File: src/rtl/core/cst_pkg.sv
// cst_pkg: shared constants for the contrast stretch block.
// No dependencies; used by the interfaces and every module in rtl/core.
package cst_pkg;

  // default grey value width
  localparam int PIXEL_BITS_DEF = 8;

  // configuration port
  localparam int CFG_DATA_BITS  = 8;
  localparam int CFG_INDEX_BITS = 1;

  typedef logic [CFG_INDEX_BITS-1:0] cfg_index_t;

  localparam cfg_index_t REG_OUT_MIN = 1'b0;
  localparam cfg_index_t REG_OUT_MAX = 1'b1;

  // input commands
  localparam logic CMD_MEASURE = 1'b0;
  localparam logic CMD_MAP     = 1'b1;

endpackage

File: src/rtl/core/cst_ifs.sv
// Valid/ready channels of the contrast stretch block: pixel items in, results out.
// Depends on cst_pkg for the default pixel width.
interface cst_pixel_if #(
  parameter int PIXEL_BITS = cst_pkg::PIXEL_BITS_DEF
);
  logic                  valid;
  logic                  ready;
  logic                  command;
  logic [PIXEL_BITS-1:0] pixel;
  logic                  first;
  logic                  last;

  modport source (output valid, command, pixel, first, last, input ready);
  modport sink   (input valid, command, pixel, first, last, output ready);
endinterface

interface cst_result_if #(
  parameter int PIXEL_BITS = cst_pkg::PIXEL_BITS_DEF
);
  logic                  valid;
  logic                  ready;
  logic [PIXEL_BITS-1:0] pixel_out;
  logic                  last_out;

  modport source (output valid, pixel_out, last_out, input ready);
  modport sink   (input valid, pixel_out, last_out, output ready);
endinterface

File: src/rtl/core/cst_stats.sv
// cst_stats: running darkest and brightest grey values of the measure pass.
// Depends on cst_pkg for the default pixel width.
module cst_stats #(
  parameter int PIXEL_BITS = cst_pkg::PIXEL_BITS_DEF
) (
  input  logic                  clk,
  input  logic                  rst,
  input  logic                  update,
  input  logic                  first,
  input  logic [PIXEL_BITS-1:0] pixel,
  output logic [PIXEL_BITS-1:0] darkest,
  output logic [PIXEL_BITS-1:0] brightest
);

  // restart on first, otherwise widen the range to take in the pixel
  always_ff @(posedge clk) begin
    if (rst) begin
      darkest   <= '1;
      brightest <= '0;
    end else if (update) begin
      if (first) begin
        darkest   <= pixel;
        brightest <= pixel;
      end else begin
        if (pixel < darkest)   darkest   <= pixel;
        if (pixel > brightest) brightest <= pixel;
      end
    end
  end

endmodule

File: src/rtl/core/cst_divider.sv
// cst_divider: restoring divider, one quotient bit per cycle through one
// compare-and-subtract unit. Depends on cst_pkg for the default pixel width.
module cst_divider #(
  parameter int PIXEL_BITS = cst_pkg::PIXEL_BITS_DEF
) (
  input  logic                    clk,
  input  logic                    rst,
  input  logic                    start,
  input  logic [2*PIXEL_BITS+1:0] num,
  input  logic [PIXEL_BITS:0]     den,
  output logic                    done,
  output logic [PIXEL_BITS-1:0]   quotient
);

  localparam int CNT_BITS = $clog2(PIXEL_BITS + 1);

  logic                  busy;
  logic [CNT_BITS-1:0]   count;
  logic [PIXEL_BITS+1:0] rem;
  logic [PIXEL_BITS-1:0] low;
  logic [PIXEL_BITS+1:0] trial;
  logic [PIXEL_BITS+1:0] den_ext;
  logic                  fits;

  // shift the next numerator bit into the partial remainder and compare
  assign trial   = {rem[PIXEL_BITS:0], low[PIXEL_BITS-1]};
  assign den_ext = {1'b0, den};
  assign fits    = (trial >= den_ext);

  // control: count quotient bits, flag the last one
  always_ff @(posedge clk) begin
    if (rst) begin
      busy  <= 1'b0;
      done  <= 1'b0;
      count <= '0;
    end else begin
      done <= 1'b0;
      if (start) begin
        busy  <= 1'b1;
        count <= CNT_BITS'(PIXEL_BITS);
      end else if (busy) begin
        count <= count - 1'b1;
        if (count == CNT_BITS'(1)) begin
          busy <= 1'b0;
          done <= 1'b1;
        end
      end
    end
  end

  // datapath: the upper numerator bits already sit below the divisor,
  // as the quotient fits in PIXEL_BITS bits
  always_ff @(posedge clk) begin
    if (start) begin
      rem      <= num[2*PIXEL_BITS+1:PIXEL_BITS];
      low      <= num[PIXEL_BITS-1:0];
      quotient <= '0;
    end else if (busy) begin
      rem      <= fits ? (trial - den_ext) : trial;
      low      <= low << 1;
      quotient <= PIXEL_BITS'({quotient, fits});
    end
  end

endmodule

File: src/rtl/core/contrast_stretch.sv
// contrast_stretch: two-pass min/max linear contrast stretch of grey pixels.
// Depends on cst_pkg, cst_ifs (channels), cst_stats and cst_divider.
//
// Usage: pixel items arrive on the pixels channel (valid/ready). A measure
// item (command 0) folds its pixel into the darkest/brightest statistics,
// restarting them when first is set; it gives no result.
// A map item (command 1) gives one result on the results channel: the pixel
// stretched from the measured range onto [out_min, out_max], rounded half up,
// with last copied to last_out. The output range is written through the
// wr_en/wr_index/wr_data port; the user must do so only while the block is
// idle, which the block itself does not enforce. A reversed range is swapped.
// Steps: a map item's operands are registered at acceptance; the sequencer
// then passes MUL (the multiply-add, divider start), DIV (quotient bits one
// by one in the shared compare-subtract divider, until its done flag loads
// the result) and HOLD (the output load). A flat image skips the divider.
// ready is high only while idle, so no new item is taken until HOLD is left.
// Reset clears the statistics (darkest all ones, brightest zero), sets the
// output range to 0 and 255 and empties the result register. If the receiver
// stalls, the result register holds its item; the next map result waits in
// the sequencer until the register frees, and no input is taken meanwhile.
module contrast_stretch #(
  parameter int PIXEL_BITS = cst_pkg::PIXEL_BITS_DEF
) (
  input  logic                              clk,
  input  logic                              rst,
  cst_pixel_if.sink                         pixels,
  cst_result_if.source                      results,
  input  logic                              wr_en,
  input  logic [cst_pkg::CFG_INDEX_BITS-1:0] wr_index,
  input  logic [cst_pkg::CFG_DATA_BITS-1:0]  wr_data
);

  localparam int NUM_BITS = 2 * PIXEL_BITS + 2;

  // sequencer states
  localparam logic [1:0] ST_IDLE = 2'd0;
  localparam logic [1:0] ST_MUL  = 2'd1;
  localparam logic [1:0] ST_DIV  = 2'd2;
  localparam logic [1:0] ST_HOLD = 2'd3;

  logic [1:0] state;
  logic [1:0] state_next;

  // configuration registers
  logic [PIXEL_BITS-1:0] out_min;
  logic [PIXEL_BITS-1:0] out_max;
  logic [PIXEL_BITS-1:0] cfg_value;

  assign cfg_value = PIXEL_BITS'(wr_data);

  always_ff @(posedge clk) begin
    if (rst) begin
      out_min <= '0;
      out_max <= PIXEL_BITS'(255);
    end else if (wr_en) begin
      unique case (wr_index)
        cst_pkg::REG_OUT_MIN: out_min <= cfg_value;
        cst_pkg::REG_OUT_MAX: out_max <= cfg_value;
        default: ;
      endcase
    end
  end

  // input handshake
  logic accept;
  logic accept_measure;
  logic accept_map;

  assign pixels.ready   = (state == ST_IDLE);
  assign accept         = pixels.valid & pixels.ready;
  assign accept_measure = accept & (pixels.command == cst_pkg::CMD_MEASURE);
  assign accept_map     = accept & (pixels.command == cst_pkg::CMD_MAP);

  // statistics
  logic [PIXEL_BITS-1:0] darkest;
  logic [PIXEL_BITS-1:0] brightest;

  cst_stats #(.PIXEL_BITS(PIXEL_BITS)) u_stats (
    .clk       (clk),
    .rst       (rst),
    .update    (accept_measure),
    .first     (pixels.first),
    .pixel     (pixels.pixel),
    .darkest   (darkest),
    .brightest (brightest)
  );

  // operand preparation at acceptance: order the range, clamp the pixel
  logic [PIXEL_BITS-1:0] lo_o;
  logic [PIXEL_BITS-1:0] hi_o;
  logic [PIXEL_BITS-1:0] clamped;
  logic                  flat;

  assign lo_o    = (out_min > out_max) ? out_max : out_min;
  assign hi_o    = (out_min > out_max) ? out_min : out_max;
  assign flat    = (brightest <= darkest);
  assign clamped = (pixels.pixel < darkest)   ? darkest   :
                   (pixels.pixel > brightest) ? brightest : pixels.pixel;

  logic [PIXEL_BITS-1:0] base;
  logic [PIXEL_BITS-1:0] span_out;
  logic [PIXEL_BITS-1:0] offset;
  logic [PIXEL_BITS-1:0] spread;
  logic                  last_hold;
  logic [PIXEL_BITS-1:0] result;

  // multiply-add: 2*span_out*offset + spread, straight into the divider
  logic [2*PIXEL_BITS-1:0] product;
  logic [NUM_BITS-1:0]     num;
  logic [PIXEL_BITS:0]     den;

  assign product = span_out * offset;
  assign num     = {1'b0, product, 1'b0} + NUM_BITS'(spread);
  assign den     = {spread, 1'b0};

  logic                  div_start;
  logic                  div_done;
  logic [PIXEL_BITS-1:0] quotient;

  assign div_start = (state == ST_MUL);

  cst_divider #(.PIXEL_BITS(PIXEL_BITS)) u_div (
    .clk      (clk),
    .rst      (rst),
    .start    (div_start),
    .num      (num),
    .den      (den),
    .done     (div_done),
    .quotient (quotient)
  );

  // output slot free this cycle
  logic slot_free;

  assign slot_free = ~results.valid | results.ready;

  // sequencer
  always_comb begin
    state_next = state;
    unique case (state)
      ST_IDLE: if (accept_map) state_next = flat ? ST_HOLD : ST_MUL;
      ST_MUL:  state_next = ST_DIV;
      ST_DIV:  if (div_done) state_next = ST_HOLD;
      ST_HOLD: if (slot_free) state_next = ST_IDLE;
      default: state_next = ST_IDLE;
    endcase
  end

  always_ff @(posedge clk) begin
    if (rst) state <= ST_IDLE;
    else     state <= state_next;
  end

  // hold the operands of a map item
  always_ff @(posedge clk) begin
    if (accept_map) begin
      base      <= lo_o;
      span_out  <= hi_o - lo_o;
      offset    <= clamped - darkest;
      spread    <= brightest - darkest;
      last_hold <= pixels.last;
      result    <= lo_o;
    end else if (state == ST_DIV && div_done) begin
      result <= base + quotient;
    end
  end

  // result register: load from the sequencer, drop when taken
  always_ff @(posedge clk) begin
    if (rst) begin
      results.valid <= 1'b0;
    end else if (state == ST_HOLD && slot_free) begin
      results.valid <= 1'b1;
    end else if (results.ready) begin
      results.valid <= 1'b0;
    end
  end

  always_ff @(posedge clk) begin
    if (state == ST_HOLD && slot_free) begin
      results.pixel_out <= result;
      results.last_out  <= last_hold;
    end
  end

endmodule
File: src/flat_wrapper.sv
// flat-port wrapper written by rule: the top's interface ports become plain ports
module contrast_stretch_flat 
#(
  parameter int PIXEL_BITS = cst_pkg::PIXEL_BITS_DEF
)
  (clk, rst, wr_en, wr_index, wr_data, pixels_valid, pixels_command, pixels_pixel, pixels_first, pixels_last, pixels_ready, results_valid, results_pixel_out, results_last_out, results_ready);
  cst_pixel_if #(.PIXEL_BITS(PIXEL_BITS)) pixels_i ();
  cst_result_if #(.PIXEL_BITS(PIXEL_BITS)) results_i ();
  input  logic clk;
  input  logic rst;
  input  logic wr_en;
  input  logic [cst_pkg::CFG_INDEX_BITS-1:0] wr_index;
  input  logic [cst_pkg::CFG_DATA_BITS-1:0] wr_data;
  input wire logic [$bits(pixels_i.valid)-1:0] pixels_valid;
  input wire logic [$bits(pixels_i.command)-1:0] pixels_command;
  input wire logic [$bits(pixels_i.pixel)-1:0] pixels_pixel;
  input wire logic [$bits(pixels_i.first)-1:0] pixels_first;
  input wire logic [$bits(pixels_i.last)-1:0] pixels_last;
  output wire logic [$bits(pixels_i.ready)-1:0] pixels_ready;
  output wire logic [$bits(results_i.valid)-1:0] results_valid;
  output wire logic [$bits(results_i.pixel_out)-1:0] results_pixel_out;
  output wire logic [$bits(results_i.last_out)-1:0] results_last_out;
  input wire logic [$bits(results_i.ready)-1:0] results_ready;
  assign pixels_i.valid = pixels_valid;
  assign pixels_i.command = pixels_command;
  assign pixels_i.pixel = pixels_pixel;
  assign pixels_i.first = pixels_first;
  assign pixels_i.last = pixels_last;
  assign pixels_ready = pixels_i.ready;
  assign results_valid = results_i.valid;
  assign results_pixel_out = results_i.pixel_out;
  assign results_last_out = results_i.last_out;
  assign results_i.ready = results_ready;
  contrast_stretch #(.PIXEL_BITS(PIXEL_BITS)) u_core (.clk(clk), .rst(rst), .pixels(pixels_i), .results(results_i), .wr_en(wr_en), .wr_index(wr_index), .wr_data(wr_data));
endmodule
File: config.mk
export PLATFORM = sky130hd
export DESIGN_NAME = contrast_stretch_flat
export DESIGN_NICKNAME = d
export VERILOG_FILES = /design/src/rtl/core/cst_pkg.sv /design/src/rtl/core/cst_ifs.sv /design/src/rtl/core/cst_stats.sv /design/src/rtl/core/cst_divider.sv /design/src/rtl/core/contrast_stretch.sv /design/src/flat_wrapper.sv
export SDC_FILE = /design/constraint.sdc
export NUM_CORES = 1
export LEC_CHECK = 0
export BUFFER_PORTS_ARGS = -buffer_cell sky130_fd_sc_hd__buf_2
export CAP_MARGIN = 20
export CORE_ASPECT_RATIO = 1.4
export CORE_MARGIN = 2
export CORE_UTILIZATION = 35
export DETAILED_ROUTE_END_ITERATION = 12
export SKIP_LAST_GASP = 1
export SLEW_MARGIN = 20
export SYNTH_ARGS = -nofsm -noshare
export SYNTH_HDL_FRONTEND = slang
export SYNTH_HIERARCHICAL = 1
export SYNTH_SLANG_ARGS = --single-unit
File: constraint.sdc
create_clock -name clk -period 16.3 [get_ports clk]
set_input_delay 4.075 -clock clk [delete_from_list [all_inputs] [get_ports clk]]
set_output_delay 4.075 -clock clk [all_outputs]
set_load 0.05 [all_outputs]
## After elaboration in Yosys (flattened, before gate mapping)

Cells that the tools add are included.

- Multipliers: 1
- Mux-type cells: 28
- Magnitude comparators: 5
- Reduce and logical (&&, ||, !) cells: 15
- Add/sub/neg operators: 7
- Bitwise operators: 8
- Eq/ne operators: 7

Operator list:

| cell | count |
|---|---|
| 2-to-1 mux 8 bit | 12 |
| 2-to-1 mux 9 bit | 3 |
| subtractor 8 bit | 3 |
| adder 17 x 8 -> 17 bit | 1 |
| > comparator 8 bit | 2 |
| multiplier 8 x 8 -> 16 bit | 1 |
| >= comparator 10 x 9 -> 1 bit | 1 |
| nonzero test 2 bit | 5 |
| subtractor 9 bit | 1 |
| adder 8 bit | 1 |
| less-or-equal comparator 8 bit | 1 |
| less-than comparator 8 bit | 1 |
| 2-to-1 mux 2 bit | 4 |
| 2-to-1 mux 4 bit | 2 |
| case mux 2 bit (4 select lines) | 1 |
| AND reduction 2 bit | 4 |
| 2-to-1 mux 1 bit | 6 |
| equality test 2 bit (second input constant) | 2 |
| equality test 4 x 1 -> 1 bit (second input constant) | 1 |
| != test 2 bit (second input constant) | 2 |
| inverter 1 bit | 4 |
| subtractor 4 x 1 -> 4 bit (second input constant) | 1 |
| AND 1 bit | 3 |
| AND reduction 3 bit | 1 |
| 7 further kinds | 8 |

- Bits of input ports: 25
- Register bits: 116
- Logic and storage cells: 92

## Logic depth before layout (Yosys ltp)

- Depth in word-level cells: 5
- Mapped depth: 20

## Hierarchy

Netlist, hierarchy kept.

Modules (own cells, without submodules):

| module | cells an instance | area an instance (sq um) | times used |
|---|---|---|---|
| contrast_stretch | 743 | 6859.1 | 1 |
| cst_divider | 175 | 1794.2 | 1 |
| cst_stats | 120 | 1071.0 | 1 |

## Worst setup path before layout

No wires, ideal clock.

- Kind: input to register
- From: in pixels_pixel[1]
- To: reg u_core.offset[7], data pin
- Setup slack: 8.751 ns
- Data arrival time: 7.287 ns
- Required time: 16.038 ns
- Setup time: 0.262 ns
- Cell stages on the path: 18
- Cells stage by stage: ha_1 > nor2b_1 > o21a_1 > o21ai_0 > a21oi_1 > o31ai_1 > clkbuf_1 > a21oi_1 > a21oi_1 > ha_1 > nor2b_1 > o21ai_0 > a21boi_0 > o21ai_0 > nand2b_1 > a21o_1 > a21oi_1 > xor2_1

- Longest elaborated chain between the ends: 4

RTL lines:

| item | RTL line | RTL |
|---|---|---|
| from (decl) | flat_wrapper.sv:16 | `input wire logic [$bits(pixels_i.pixel)-1:0] pixels_pixel;` |
| > comparator 8 bit | contrast_stretch.sv:98 | `(pixels.pixel > brightest) ? brightest : pixels.pixel;` |
| 2-to-1 mux 8 bit | contrast_stretch.sv:98 |  |
| 2-to-1 mux 8 bit (*) | contrast_stretch.sv:97 | `assign clamped = (pixels.pixel < darkest) ? darkest :` |
| subtractor 8 bit (*) | contrast_stretch.sv:159 | `offset <= clamped - darkest;` |
| to (signal assigned) | contrast_stretch.sv:159 |  |
| to (decl) | contrast_stretch.sv:102 | `logic [PIXEL_BITS-1:0] offset;` |

Mark *: on every way between the ends. The rest lies on a longest branch, timed or not.
A chain may end at the register's enable or synchronous reset.

## Final worst setup path

Same ends and word-level chain as after synthesis.

==> flow_summary.yaml <==
outcome:
  status: "complete, no violations"
global_routing:
  antenna_found_initial: 0
  grtUsageTotal_pct: 15.1
  grt_max_degree: 59
  grt_pass1_vias: 7312
  grt_pass1_wl_microns: 35000
  grt.overflow.total: 0
detailed_routing:
  routed_wirelength_microns: 20500
  vias: 7130
  viasPerCell: 4.90
  drt-initial-drc-count: 224
  wl_per_cell_microns: 14.1
  dr.pass1.iters: 5
  drt_drc_violations_left: 0
  ant_nets: 0
finish:
  diodes: 0
  final_common_cell: "inv_1"
  fin_cells: 1455
  final_cell_mix: "inv_1, ha_1, nand2_1"
  syn_to_final_growth_pct: 12.1
  drive_above_1_share_pct: 8.57
  largest_reg_flops: 9
  finalCoreUtilization_pct: 39.6
  fill_cells: 2693
  top_register: "u_core/u_div/rem"
  nets: 1257
worst_setup_path:
  cp_cell_sequence: "buf_2, ha_1, nor2b_1, o21a_1, o21ai_0, a21oi_1, o31ai_1, buf_4, a21oi_1, a21oi_1, ha_1, nor2b_1, o21ai_0, a21boi_0, o21ai_0, nand2b_1, a21o_1, a21oi_1, xor2_1"
  slowest_delay_ns: 0.32
  start_kind: "primary input"
  rrSetupSlack_ns: 10.68
  critPathTopFamily: "compound AO/OA/AOI/OAI gates"
  cpMaxStageDelayCell: "ha_1"
  cp-end-kind: "flop"
  worst-path-buf-inv: 2
  path_max_fanout: 15
  cp.required_ns: 16.46
  arrival_ns: 7.43
  setup.worst_path.class: "in2reg"
  crit_top_cell: "a21oi_1"
timing:
  setup_viol: 0
  worst_hold_slack_ns: 0.417
  worstMarginPinSlew_ns: 0.976
  grt_setup_unrepaired: "no"
  relSlewSlack_pct: 34.8
  drv_slew: 0
  final.min_clock_period_ns: 7.27
  finClkSkew_ns: 0.0123
  timing.fmax_mhz: 138
  finalSetupTns_ns: 0
  period_share_pct: 44.6
  hold_viol: 0
flow_run:
  max_cap_violations: 0
clocking:
  cts.sinks: 116
  htree_levels: 4
  cts_buffers: 17
  root_buffer: "clkbuf_16"
  hold_buffers: 0
  path_clk_slew_ns: 0.06
  cts_buffer_depth: 2
  cts_setup_buffers: 0
  cts_resized: 0
  clkLatencyLatePin_ns: 0.42
  cts_tree: "built"
place:
  dp_hpwl_microns: 16200
  place_inst: 1423
  io_buffers: 35
  place_congestion: 0.868
synthesis:
  netlist_area_sq_mm: 0.00972
  synth.net_count: 1221
  syn_avg_cell_area_sq_um: 9.38
  ys_warn_count: 6
  synth_cells: 1036
floorplan:
  dieArea_sq_mm: 0.0291
  io_pins: 36
  die_h_microns: 201
  fp-row-count: 72
  dieWidth_microns: 145
  coreArea_sq_mm: 0.0275
  start_util_pct: 35.4
hold_path:
  holdCritPathClass: "reg2reg"
[through the flow]
step	area [sq um]	worst slack, ns
detailed placement	10300	8.65
global route	10900	8.74
CTS	10900	9.05
global placement	10300	8.76
finish	10900	9.03
floorplan	9720	8.75
[routing by layer]
layer / GRT usage [%] / up-vias / wire, microns
met4: 4.99 / 0 / 400
met5: 0 / - / 0
met2: 28.4 / 62 / 11300
met3: 2.93 / 20 / 381
met1: 16.5 / 3403 / 8440
li1: - / 3645 / -
[path summary, 6_finish.rpt]
path	end	from	cells after the start
worst min-delay path	u_core/results.pixel_out[3]	u_core/result[3]	0
worst max-delay path	u_core/offset[7]	pixels_pixel[1]	19
worst max register to register	u_core/u_div/rem[8]	u_core/span_out[0]	18
worst min register to register	u_core/results.pixel_out[3]	u_core/result[3]	0
[worst register-to-register path, delay by kind of cell, from the launching register on]
kind	cells	cell delay (ns)
adders and majority gates	5	2.50
AOI/OAI and AO/OA	6	1.63
xor gates and xnor gates	2	0.35
and+or+nand+nor	2	0.26
DFF	1	0.51
buffers and inverters	3	0.15
[final cells by class]
type	instances	area (sq um)	share of cell area, %
Multi-Input combinational cell	768	6150	56.5
Clock buffer	21	504	4.63
Clock inverter	11	86.3	0.793
Inverter	130	488	4.48
Timing Repair Buffer	39	205	1.88
Sequential cell	116	2990	27.5
Tap cell	370	463	4.25
Power is not shown: default switching activity piles up to over one toggle a cycle in this logic, so the estimate is an artifact.
